$ cat src/hdl/tle_pkg.sv
// Shared types and constants for the terminal line editor.
// Used by every module of the block and by its checker; depends on nothing.
`default_nettype none

package tle_pkg;

    localparam int LINE_MAX   = 64;
    localparam int CUR_W      = $clog2(LINE_MAX + 1);
    localparam int ADDR_W     = (LINE_MAX > 1) ? $clog2(LINE_MAX) : 1;
    localparam int CHAR_W     = 7;
    localparam int CNT_OUT_W  = 7;

    localparam int CMDQ_DEPTH = 2;
    localparam int CMDQ_PTR_W = $clog2(CMDQ_DEPTH);
    localparam int CMDQ_CNT_W = $clog2(CMDQ_DEPTH + 1);

    localparam logic [7:0] ERASE_RESET  = 8'd127;
    localparam logic [7:0] KILL_RESET   = 8'd21;
    localparam logic [7:0] WERASE_RESET = 8'd23;
    localparam logic [7:0] END_RESET    = 8'd4;

    localparam logic [7:0]        PRINT_LOW  = 8'd32;
    localparam logic [7:0]        PRINT_HIGH = 8'd126;
    localparam logic [CHAR_W-1:0] SPACE_CHAR = 7'd32;

    typedef enum logic [1:0] {
        CFG_ERASE  = 2'd0,
        CFG_KILL   = 2'd1,
        CFG_WERASE = 2'd2,
        CFG_END    = 2'd3
    } cfg_idx_t;

    typedef enum logic [1:0] {
        ACT_ECHO  = 2'd0,
        ACT_BELL  = 2'd1,
        ACT_ERASE = 2'd2,
        ACT_END   = 2'd3
    } act_t;

    typedef enum logic [2:0] {
        CMD_ERASE,
        CMD_KILL,
        CMD_WERASE,
        CMD_END,
        CMD_PRINT,
        CMD_BELL
    } cmd_op_t;

    typedef struct packed {
        cmd_op_t             op;
        logic [CHAR_W-1:0]   ch;
    } cmd_t;

    typedef struct packed {
        act_t                  action;
        logic [CHAR_W-1:0]     echo_char;
        logic [CNT_OUT_W-1:0]  erase_count;
        logic [CNT_OUT_W-1:0]  line_length;
    } result_t;

    typedef enum logic [1:0] {
        EX_IDLE,
        EX_WREAD,
        EX_WCHECK
    } ex_state_t;

endpackage

`default_nettype wire

$ cat src/hdl/terminal_line_editor.sv
// A byte accepted at one edge is stored in the command queue, then taken by the executor into
// the result register once the executor is idle and the result register is free or popped.
// Throughput: one byte per cycle while results are popped, for all codes but word-erase, which
// reads the line memory through one registered port, alternating a read and a check state per character.
// Reset clears the cursor, queues and result valid flag and loads the default codes;
// the line memory keeps whatever it held and is not cleared.
`default_nettype none

module terminal_line_editor (
    input  wire logic        clk,
    input  wire logic        rst_n,
    input  wire logic        push,
    output logic             full,
    input  wire logic [7:0]  in_byte,
    output logic             empty,
    input  wire logic        pop,
    output logic [1:0]       action,
    output logic [6:0]       echo_char,
    output logic [6:0]       erase_count,
    output logic [6:0]       line_length,
    input  wire logic        cfg_valid,
    output logic             cfg_ready,
    input  wire logic [1:0]  cfg_index,
    input  wire logic [7:0]  cfg_data
);

    tle_pkg::cmd_t     fq_in;
    tle_pkg::cmd_t     fq_out;
    logic              fq_push;
    logic              fq_pop;
    logic              fq_empty;
    tle_pkg::result_t  res;
    logic              res_valid;

    tle_front u_front (
        .clk       (clk),
        .rst_n     (rst_n),
        .push      (push),
        .in_byte   (in_byte),
        .q_full    (full),
        .q_data    (fq_in),
        .q_push    (fq_push),
        .cfg_valid (cfg_valid),
        .cfg_ready (cfg_ready),
        .cfg_index (cfg_index),
        .cfg_data  (cfg_data)
    );

    tle_cmd_fifo u_cmdq (
        .clk       (clk),
        .rst_n     (rst_n),
        .push      (fq_push),
        .push_data (fq_in),
        .full      (full),
        .pop       (fq_pop),
        .pop_data  (fq_out),
        .empty     (fq_empty)
    );

    tle_exec u_exec (
        .clk       (clk),
        .rst_n     (rst_n),
        .cmd       (fq_out),
        .cmd_empty (fq_empty),
        .cmd_pop   (fq_pop),
        .res       (res),
        .res_valid (res_valid),
        .res_pop   (pop)
    );

    assign empty       = !res_valid;
    assign action      = res.action;
    assign echo_char   = res.echo_char;
    assign erase_count = res.erase_count;
    assign line_length = res.line_length;

endmodule

`default_nettype wire

$ cat src/hdl/tle_front.sv
// Front end of the line editor: holds the control-code registers and
// classifies each received byte into a command. Depends on tle_pkg.
`default_nettype none

module tle_front (
    input  wire logic           clk,
    input  wire logic           rst_n,
    input  wire logic           push,
    input  wire logic [7:0]     in_byte,
    input  wire logic           q_full,
    output tle_pkg::cmd_t       q_data,
    output logic                q_push,
    input  wire logic           cfg_valid,
    output logic                cfg_ready,
    input  wire logic [1:0]     cfg_index,
    input  wire logic [7:0]     cfg_data
);

    logic [7:0] erase_code_reg;
    logic [7:0] kill_code_reg;
    logic [7:0] werase_code_reg;
    logic [7:0] end_code_reg;

    assign cfg_ready = 1'b1;

    always_ff @(posedge clk or negedge rst_n)
    begin
        if (!rst_n)
        begin
            erase_code_reg  <= tle_pkg::ERASE_RESET;
            kill_code_reg   <= tle_pkg::KILL_RESET;
            werase_code_reg <= tle_pkg::WERASE_RESET;
            end_code_reg    <= tle_pkg::END_RESET;
        end
        else if (cfg_valid && cfg_ready)
        begin
            unique case (tle_pkg::cfg_idx_t'(cfg_index))
                tle_pkg::CFG_ERASE:  erase_code_reg  <= cfg_data;
                tle_pkg::CFG_KILL:   kill_code_reg   <= cfg_data;
                tle_pkg::CFG_WERASE: werase_code_reg <= cfg_data;
                tle_pkg::CFG_END:    end_code_reg    <= cfg_data;
            endcase
        end
    end

    // Control codes are matched in fixed priority and win over the
    // printable test.
    always_comb
    begin
        q_data.ch = in_byte[tle_pkg::CHAR_W-1:0];
        priority if (in_byte == erase_code_reg)
            q_data.op = tle_pkg::CMD_ERASE;
        else if (in_byte == kill_code_reg)
            q_data.op = tle_pkg::CMD_KILL;
        else if (in_byte == werase_code_reg)
            q_data.op = tle_pkg::CMD_WERASE;
        else if (in_byte == end_code_reg)
            q_data.op = tle_pkg::CMD_END;
        else if (in_byte >= tle_pkg::PRINT_LOW && in_byte <= tle_pkg::PRINT_HIGH)
            q_data.op = tle_pkg::CMD_PRINT;
        else
            q_data.op = tle_pkg::CMD_BELL;
    end

    assign q_push = push && !q_full;

endmodule

`default_nettype wire

$ cat src/hdl/tle_cmd_fifo.sv
// Short command queue between the classifier and the line executor.
// Depends on tle_pkg for the command type and depth.
`default_nettype none

module tle_cmd_fifo (
    input  wire logic           clk,
    input  wire logic           rst_n,
    input  wire logic           push,
    input  wire tle_pkg::cmd_t  push_data,
    output logic                full,
    input  wire logic           pop,
    output tle_pkg::cmd_t       pop_data,
    output logic                empty
);

    tle_pkg::cmd_t                    entry_reg [tle_pkg::CMDQ_DEPTH];
    logic [tle_pkg::CMDQ_PTR_W-1:0]   wr_ptr_reg;
    logic [tle_pkg::CMDQ_PTR_W-1:0]   rd_ptr_reg;
    logic [tle_pkg::CMDQ_CNT_W-1:0]   count_reg;
    logic [tle_pkg::CMDQ_CNT_W-1:0]   count_next;
    logic                             do_push;
    logic                             do_pop;

    assign full     = (count_reg == tle_pkg::CMDQ_CNT_W'(tle_pkg::CMDQ_DEPTH));
    assign empty    = (count_reg == '0);
    assign do_push  = push && !full;
    assign do_pop   = pop && !empty;
    assign pop_data = entry_reg[rd_ptr_reg];

    always_comb
    begin
        count_next = count_reg;
        if (do_push && !do_pop)
            count_next = count_reg + 1'b1;
        else if (do_pop && !do_push)
            count_next = count_reg - 1'b1;
    end

    always_ff @(posedge clk or negedge rst_n)
    begin
        if (!rst_n)
        begin
            wr_ptr_reg <= '0;
            rd_ptr_reg <= '0;
            count_reg  <= '0;
        end
        else
        begin
            count_reg <= count_next;
            if (do_push)
                wr_ptr_reg <= wr_ptr_reg + 1'b1;
            if (do_pop)
                rd_ptr_reg <= rd_ptr_reg + 1'b1;
        end
    end

    always_ff @(posedge clk)
    begin
        if (do_push)
            entry_reg[wr_ptr_reg] <= push_data;
    end

endmodule

`default_nettype wire

$ cat src/hdl/tle_exec.sv
// Back end of the line editor: owns the line memory and cursor, carries out
// one command at a time and holds the result register. Depends on tle_pkg.
`default_nettype none

module tle_exec (
    input  wire logic           clk,
    input  wire logic           rst_n,
    input  wire tle_pkg::cmd_t  cmd,
    input  wire logic           cmd_empty,
    output logic                cmd_pop,
    output tle_pkg::result_t    res,
    output logic                res_valid,
    input  wire logic           res_pop
);

    localparam int CUR_W  = tle_pkg::CUR_W;
    localparam int ADDR_W = tle_pkg::ADDR_W;

    logic [tle_pkg::CHAR_W-1:0] line_mem [tle_pkg::LINE_MAX];
    logic [tle_pkg::CHAR_W-1:0] rd_data_reg;

    tle_pkg::ex_state_t  state_reg, state_next;
    logic [CUR_W-1:0]    cursor_reg, cursor_next;
    logic [CUR_W-1:0]    removed_reg, removed_next;
    logic                in_word_reg, in_word_next;
    tle_pkg::result_t    res_reg, res_next;
    logic                res_valid_reg, res_valid_next;

    logic [CUR_W-1:0]    cur_dec;
    logic [CUR_W-1:0]    cur_inc;
    logic                out_free;
    logic                rd_en;
    logic                wr_en;

    assign cur_dec   = cursor_reg - CUR_W'(1);
    assign cur_inc   = cursor_reg + CUR_W'(1);
    assign out_free  = !res_valid_reg || res_pop;
    assign res       = res_reg;
    assign res_valid = res_valid_reg;

    always_ff @(posedge clk or negedge rst_n)
    begin
        if (!rst_n)
        begin
            state_reg     <= tle_pkg::EX_IDLE;
            cursor_reg    <= '0;
            removed_reg   <= '0;
            in_word_reg   <= 1'b0;
            res_valid_reg <= 1'b0;
        end
        else
        begin
            state_reg     <= state_next;
            cursor_reg    <= cursor_next;
            removed_reg   <= removed_next;
            in_word_reg   <= in_word_next;
            res_valid_reg <= res_valid_next;
        end
    end

    always_ff @(posedge clk)
    begin
        res_reg <= res_next;
        if (wr_en)
            line_mem[cursor_reg[ADDR_W-1:0]] <= cmd.ch;
        if (rd_en)
            rd_data_reg <= line_mem[cur_dec[ADDR_W-1:0]];
    end

    always_comb
    begin
        state_next     = state_reg;
        cursor_next    = cursor_reg;
        removed_next   = removed_reg;
        in_word_next   = in_word_reg;
        res_next       = res_reg;
        res_valid_next = res_valid_reg && !res_pop;
        cmd_pop        = 1'b0;
        rd_en          = 1'b0;
        wr_en          = 1'b0;

        unique case (state_reg)
            tle_pkg::EX_IDLE:
            begin
                if (!cmd_empty && out_free)
                begin
                    cmd_pop                = 1'b1;
                    res_valid_next         = 1'b1;
                    res_next.action        = tle_pkg::ACT_BELL;
                    res_next.echo_char     = '0;
                    res_next.erase_count   = '0;
                    res_next.line_length   = tle_pkg::CNT_OUT_W'(cursor_reg);
                    unique case (cmd.op)
                        tle_pkg::CMD_ERASE:
                        begin
                            if (cursor_reg != '0)
                            begin
                                cursor_next          = cur_dec;
                                res_next.action      = tle_pkg::ACT_ERASE;
                                res_next.erase_count = tle_pkg::CNT_OUT_W'(1);
                                res_next.line_length = tle_pkg::CNT_OUT_W'(cur_dec);
                            end
                        end
                        tle_pkg::CMD_KILL:
                        begin
                            cursor_next          = '0;
                            res_next.action      = tle_pkg::ACT_ERASE;
                            res_next.erase_count = tle_pkg::CNT_OUT_W'(cursor_reg);
                            res_next.line_length = '0;
                        end
                        tle_pkg::CMD_WERASE:
                        begin
                            // The result is written when the backward walk ends.
                            res_valid_next = 1'b0;
                            removed_next   = '0;
                            in_word_next   = 1'b0;
                            state_next     = tle_pkg::EX_WREAD;
                        end
                        tle_pkg::CMD_END:
                        begin
                            if (cursor_reg == '0)
                                res_next.action = tle_pkg::ACT_END;
                        end
                        tle_pkg::CMD_PRINT:
                        begin
                            if (cursor_reg != CUR_W'(tle_pkg::LINE_MAX))
                            begin
                                wr_en                = 1'b1;
                                cursor_next          = cur_inc;
                                res_next.action      = tle_pkg::ACT_ECHO;
                                res_next.echo_char   = cmd.ch;
                                res_next.line_length = tle_pkg::CNT_OUT_W'(cur_inc);
                            end
                        end
                        default:
                        begin
                        end
                    endcase
                end
            end

            tle_pkg::EX_WREAD:
            begin
                if (cursor_reg == '0)
                begin
                    res_valid_next       = 1'b1;
                    res_next.action      = tle_pkg::ACT_ERASE;
                    res_next.echo_char   = '0;
                    res_next.erase_count = tle_pkg::CNT_OUT_W'(removed_reg);
                    res_next.line_length = tle_pkg::CNT_OUT_W'(cursor_reg);
                    state_next           = tle_pkg::EX_IDLE;
                end
                else
                begin
                    rd_en      = 1'b1;
                    state_next = tle_pkg::EX_WCHECK;
                end
            end

            tle_pkg::EX_WCHECK:
            begin
                // Trailing spaces go first; a space after the word part has
                // started marks the end of the walk.
                if (rd_data_reg == tle_pkg::SPACE_CHAR && in_word_reg)
                begin
                    res_valid_next       = 1'b1;
                    res_next.action      = tle_pkg::ACT_ERASE;
                    res_next.echo_char   = '0;
                    res_next.erase_count = tle_pkg::CNT_OUT_W'(removed_reg);
                    res_next.line_length = tle_pkg::CNT_OUT_W'(cursor_reg);
                    state_next           = tle_pkg::EX_IDLE;
                end
                else
                begin
                    if (rd_data_reg != tle_pkg::SPACE_CHAR)
                        in_word_next = 1'b1;
                    cursor_next  = cur_dec;
                    removed_next = removed_reg + CUR_W'(1);
                    state_next   = tle_pkg::EX_WREAD;
                end
            end

            default:
            begin
                state_next = tle_pkg::EX_IDLE;
            end
        endcase
    end

endmodule

`default_nettype wire

$ cat config.mk
export PLATFORM = sky130hd
export DESIGN_NAME = terminal_line_editor
export DESIGN_NICKNAME = d
export VERILOG_FILES = /design/src/hdl/tle_pkg.sv /design/src/hdl/terminal_line_editor.sv /design/src/hdl/tle_front.sv /design/src/hdl/tle_cmd_fifo.sv /design/src/hdl/tle_exec.sv
export SDC_FILE = /design/constraint.sdc
export NUM_CORES = 1
export LEC_CHECK = 0
export ABC_AREA = 1
export BUFFER_PORTS_ARGS = -buffer_cell sky130_fd_sc_hd__buf_4
export CELL_PAD_IN_SITES_DETAIL_PLACEMENT = 1
export CELL_PAD_IN_SITES_GLOBAL_PLACEMENT = 1
export CORE_MARGIN = 3
export CORE_UTILIZATION = 45
export CTS_CLUSTER_DIAMETER = 30
export DETAILED_ROUTE_END_ITERATION = 16
export HOLD_SLACK_MARGIN = 0.12
export PLACE_DENSITY_LB_ADDON = 0.1
export SETUP_SLACK_MARGIN = 0.4
export SLEW_MARGIN = 20
export SYNTH_ARGS = -nofsm -noshare
export SYNTH_HDL_FRONTEND = slang
export SYNTH_SLANG_ARGS = --single-unit
export TNS_END_PERCENT = 20
$ cat constraint.sdc
create_clock -name clk -period 4.6 [get_ports clk]
set_input_delay 0.69 -clock clk [delete_from_list [all_inputs] [get_ports clk]]
set_output_delay 0.69 -clock clk [all_outputs]
set_load 0.05 [all_outputs]
* Yosys cells after proc, flatten, opt, wreduce, memory -nomap -nowiden
Memory sizes are Yosys's and may differ from the RTL's. A register that Yosys moved wholly into a read port is not among the register bits.
Index checks and enable logic that the tools add are counted.
** Storage, ports and cells
- Latch bits :: 0
- Memories :: 2
- Bits in registers :: 77
- Output and inout bits :: 26
- Logic and storage cells :: 142
- Bits in writable memories :: 468
- Memory bits (read-only) :: 0
- Input port bits :: 23
** Operators by class
- Shift operators :: 0
- Bitwise logic cells :: 0
- Divide/modulo/power cells :: 0
- Reduce and logical (&&, ||, !) cells :: 34
- Add/sub/neg operators :: 7
- Order comparisons :: 2
- Multiply operators :: 0
- Equality and inequality tests :: 25
- Multiplexer cells :: 56
** Memory list
- u_exec.line_mem :: depth 64, width 7, read ports 1, clocked after memory_dff 1, wr ports 1, RTL line tle_exec.sv:19 : logic [tle_pkg::CHAR_W-1:0] line_mem [tle_pkg::LINE_MAX];
- u_cmdq.entry_reg :: depth 2, width 10, read ports 1, clocked after memory_dff 0, wr ports 1, RTL line tle_cmd_fifo.sv:16 : tle_pkg::cmd_t entry_reg [tle_pkg::CMDQ_DEPTH];
** Operator list (count)
- $mux W23 :: 3
- $pmux W23 S3 :: 1
- $mux W7 :: 8
- $pmux W7 S2 :: 3
- $pmux W7 S3 :: 2
- $eq A8 B8 Y1 :: 4
- $mux W1 :: 22
- $mux W8 :: 2
- $add A7 B1 Y7 const B :: 2
- $mux W2 :: 7
- $mux W3 :: 4
- $reduce_and A2 Y1 :: 5
- $reduce_and A5 Y1 :: 2
- $logic_and A1 B1 Y1 :: 9
- $eq A2 B2 Y1 const B :: 4
- $ge A8 B6 Y1 const B :: 1
- $le A8 B7 Y1 const B :: 1
- $ne A2 B1 Y1 const B :: 4
- $pmux W2 S4 :: 1
- $reduce_and A4 Y1 :: 2
- $eq A7 B6 Y1 const B :: 1
- $logic_not A7 Y1 :: 1
- $ne A7 B6 Y1 const B :: 1
- $ne A7 B7 Y1 const B :: 1
- other kinds (21) :: 33

* Depth between registers and ports, before layout
- Depth after elaboration :: 9
- Gate-level depth with buffers :: 15

* Hierarchy
From an unflattened synthesis, not the netlist that was laid out.
** Second synthesis, totals
- Cells, all modules :: 2399
- Area, all modules :: 24496.0 sq um
** By module, submodules not included
- tle_exec :: times used 1, cells each 2083, area each 21717.1 sq um, sequential area each 14804.2 sq um
- tle_front :: times used 1, cells each 231, area each 1818.0 sq um, sequential area each 819.5 sq um
- tle_cmd_fifo :: times used 1, cells each 84, area each 957.2 sq um, sequential area each 700.7 sq um
- terminal_line_editor :: times used 1, cells each 1, area each 3.8 sq um, sequential area each 0.0 sq um

* Worst setup path before layout
OpenSTA, ideal clock, no wires.
- Path kind :: flip-flop to flip-flop
- From :: reg u_exec.cursor_reg[0]
- To :: reg u_exec.res_reg, in the netlist u_exec.res[0], enable pin
- Slack :: 0.025 ns
- Stages on the path, launching flop included :: 12
- Setup time :: 0.462 ns
- Required time :: 4.138 ns
- Data arrival time :: 4.113 ns
- Cell sequence :: dfrtp_1 buf_4 inv_2 buf_2 buf_2 ha_1 nand3_2 nor2_4 nand2_2 inv_2 nor2_1 nor4_1
** On the way
- Word-level cells in the longest chain between the ends :: 3
** Ends and longest elaborated chain
- start: declaration :: RTL line tle_exec.sv:23 : logic [CUR_W-1:0] cursor_reg, cursor_next;
- start signal: assignment :: RTL line tle_exec.sv:54 : cursor_reg <= cursor_next;
- $logic_not A7 Y1 :: RTL line tle_exec.sv:144 : if (cursor_reg == '0)
- $ne A2 B1 Y1 (no source line)
- $reduce_and A4 Y1 (no source line)
- end signal: assignment :: RTL line tle_exec.sv:63 : res_reg <= res_next;
- end: declaration :: RTL line tle_exec.sv:26 : tle_pkg::result_t res_reg, res_next;
Every way passes these cells.
A chain may end at the register's enable or synchronous reset.

* Final worst setup path
- From :: reg u_exec.cursor_reg[0]
- To :: reg u_exec.rd_data_reg[2] in the netlist's numbering (read register of u_exec.line_mem) (data pin)
** On the way
- Word-level cells in the longest chain between the ends :: 3
** Ends and longest elaborated chain
- parallel branches: the longest is 3 deep, another holds $sub A7 B1 Y7
- end: declaration :: RTL line tle_exec.sv:20 : logic [tle_pkg::CHAR_W-1:0] rd_data_reg;
Several ways; the timed one is not identified.

==> flow_summary.yaml <==
global_route:
  grt_max_degree: 235
  grt.overflow.total: 0
  grt_pass1_vias: 19400
  grtUsageTotal_pct: 27.2
  antenna_found_initial: 1
  grt_pass1_wl_mm: 116
place:
  port_buffers: 47
  gp_congestion: 0.825
  post-place-ws_ns: 1.13
  dp_hpwl_mm: 44.4
hold_path:
  hold_end: "u_cmdq.entry_reg[1][0]"
  holdCritPathClass: "input pin to flop"
  hold_depth: 1
  min_from: "in_byte[0]"
timing:
  fin_ws_ns: 1.06
  tns_ns: 0
  worstMarginPinSlew_ns: 1.06
  hold_viol: 0
  finClkSkew_ns: 0.0262
  hold_ws_ns: 0.243
  setup_viol: 0
  slew_headroom_pct: 29.4
  rsz0062_at_grt: "false"
  max_freq_ghz: 0.283
  drv_slew: 0
  fin_crit_ns: 3.54
  period_share_pct: 76.9
synth:
  async_flop_share_pct: 9.78
  syn-num-nets: 2423
  synth.cell_area_um2: 24400
  yosysWarnings: 0
  synth_edf_count: 498
  synth.distinct_cells: 40
  ys_ff_latch: 552
  seq_area_frac_synth_pct: 66.8
  syn_area_per_cell_um2: 10.2
  synthFlopType: "edfxtp_1"
  synthCells: 2392
floorplanning:
  die_x_um: 239
  ios: 49
  chipHeight_um: 239
  start_util_pct: 46.0
  dieArea_um2: 57200
  fp.coreArea_um2: 53200
  std_cell_rows: 84
drt:
  ant_nets: 0
  drtIter0Drc: 1511
  drc: 0
  dr.pass1.iters: 5
  vias: 17900
  wl_per_cell_um: 23.1
  totalWireLength_mm: 75.6
  vias_per_cell: 5.47
cts:
  cts_tree: "yes"
  cts_resized: 0
  clockRootBuffer: "clkbuf_16"
  postCtsSetupRepairBufs: 0
  clkLatencyLatePin_ns: 0.71
  numCtsBuffers: 136
  numClockSinks: 552
  htree_levels: 4
  clockBufferDepth: 3
  postCtsHoldBufs: 1
  clk_pin_slew_ns: 0.05
finish:
  fill_cells: 5664
  area_delta_synth_final_pct: 22.6
  layout-drive-gt1-share_pct: 13.6
  antennaDiodeCount: 0
  seq_area_um2: 16300
  final_util_pct: 56.4
  fin_nets: 2514
  largest_reg_flops: 448
  multi_input_area_um2: 6730
critical_path:
  rr_endpoint: "u_exec.rd_data_reg[2]"
  rr_startpoint: "u_exec.cursor_reg[0]"
  cp-end-kind: "flop"
  reg2reg_depth: 10
  path_max_fanout: 81
  worstPathRequired_ns: 5.05
  arrival_ns: 3.98
  path_class: "flop to flop"
  r2r_slack_ns: 1.06
  cp-start-kind: "flop"
job:
  max_cap_viol_count: 0
power_and_ir_drop:
  power_density_nw_per_um2: 847
  max-vdd-ir-drop_v: 0.000527
  p_leak_nw: 12.2
outcome:
  status: "finished, final reports clean"
## worst max-delay path, stage by stage, from the launching register on
cell and delay, ns:
dfrtp_4 0.50, inv_6 0.37, ha_4 0.76, clkinv_2 0.14, buf_4 0.44, nand3_1 0.23, nand3_1 0.11, nand3_1 0.19
nand3_1 0.18, nand3_1 0.13, nand2_1 0.06
## report_power, final
group          internal (mW)  switching [mW]
Combinational           2.16            6.90
Clock                   6.54            2.89
Sequential              6.61           0.278
## synthesized netlist by cell type (8+ instances only)
library cell,count,area share [%]
a21oi_1,9,0.18
buf_1,11,0.17
buf_2,39,0.80
clkbuf_1,59,0.91
dfrtp_1,39,4.0
dfstp_2,15,1.6
edfxtp_1,498,61
ha_1,8,0.41
inv_1,229,3.5
inv_2,11,0.17
nand2_1,727,11
nand3_1,330,6.8
nor2_1,192,2.9
o21ai_0,117,2.4
xnor2_1,14,0.50
xor2_1,19,0.68
## cell type report
cell class                 instances  area share (%)
clock buffer                     169            12.5
clock inverter                    75            2.70
inverter                         243            3.11
multi-input combinational       1479            22.4
sequential                       552            54.5
tap                              688            2.87
timing repair buffer              71            1.91
## cell families (layout without fill, tap and decap cells)
group | Yosys count | after routing | synth area share (%)
buffers and inverters | 361 | 558 | 5.93
adders and majority gates | 8 | 8 | 0.410
other | 1 | 1 | 0.0153
and+or+nand+nor | 1295 | 1295 | 22.6
AOI/OAI and AO/OA | 139 | 139 | 2.92
xor gates and xnor gates | 36 | 36 | 1.38
DFF | 552 | 552 | 66.8
## routing by layer
metal  up-vias  share of wire, %  track usage [%]
met5         -                 0                0
met4         0               3.2             10.6
met3       158               5.9             6.62
met2       583                48             44.1
met1      9039                43             35.6
li1       8160                 -                -
## stage by stage
step	area, um2	instances	power [mW]
after floorplan	24400	2392	12.5
after global placement	25400	3031	15.7
after detailed placement	25400	3031	15.9
after CTS	29900	3276	25.5
after global routing	30000	3277	26.6
final	30000	3277	25.4
## how the worst max path moves through the flow
stage                          from                    end  slack [ns]  cells after the start
3_5_place_dp   u_exec.cursor_reg[0]  u_exec.rd_data_reg[5]        1.13                     10
5_1_grt        u_exec.cursor_reg[0]  u_exec.rd_data_reg[5]        0.89                     10
6_report       u_exec.cursor_reg[0]  u_exec.rd_data_reg[2]        1.06                     10
2_1_floorplan  u_exec.cursor_reg[0]          u_exec.res[0]        0.98                     11
4_1_cts        u_exec.cursor_reg[0]  u_exec.rd_data_reg[2]        1.09                     10
3_3_place_gp   u_exec.cursor_reg[0]  u_exec.rd_data_reg[2]        1.16                     10
## cell usage in the layout, fill, tap and decap left out, drive strengths merged, types with 3 or more instances in the layout
cell,instances
nor3,6
a21oi,9
nand4,9
ha,8
xor2,22
clkbuf,169
o21a,3
edfxtp,498
dfstp,15
nand3,335
clkinv,57
xnor2,14
buf,70
bufinv,15
nand2,736
o21ai,123
clkinvlp,9
nor2,201
or2,6
inv,237
dfrtp,39
Note: power is estimated with default switching activity, not from simulation.
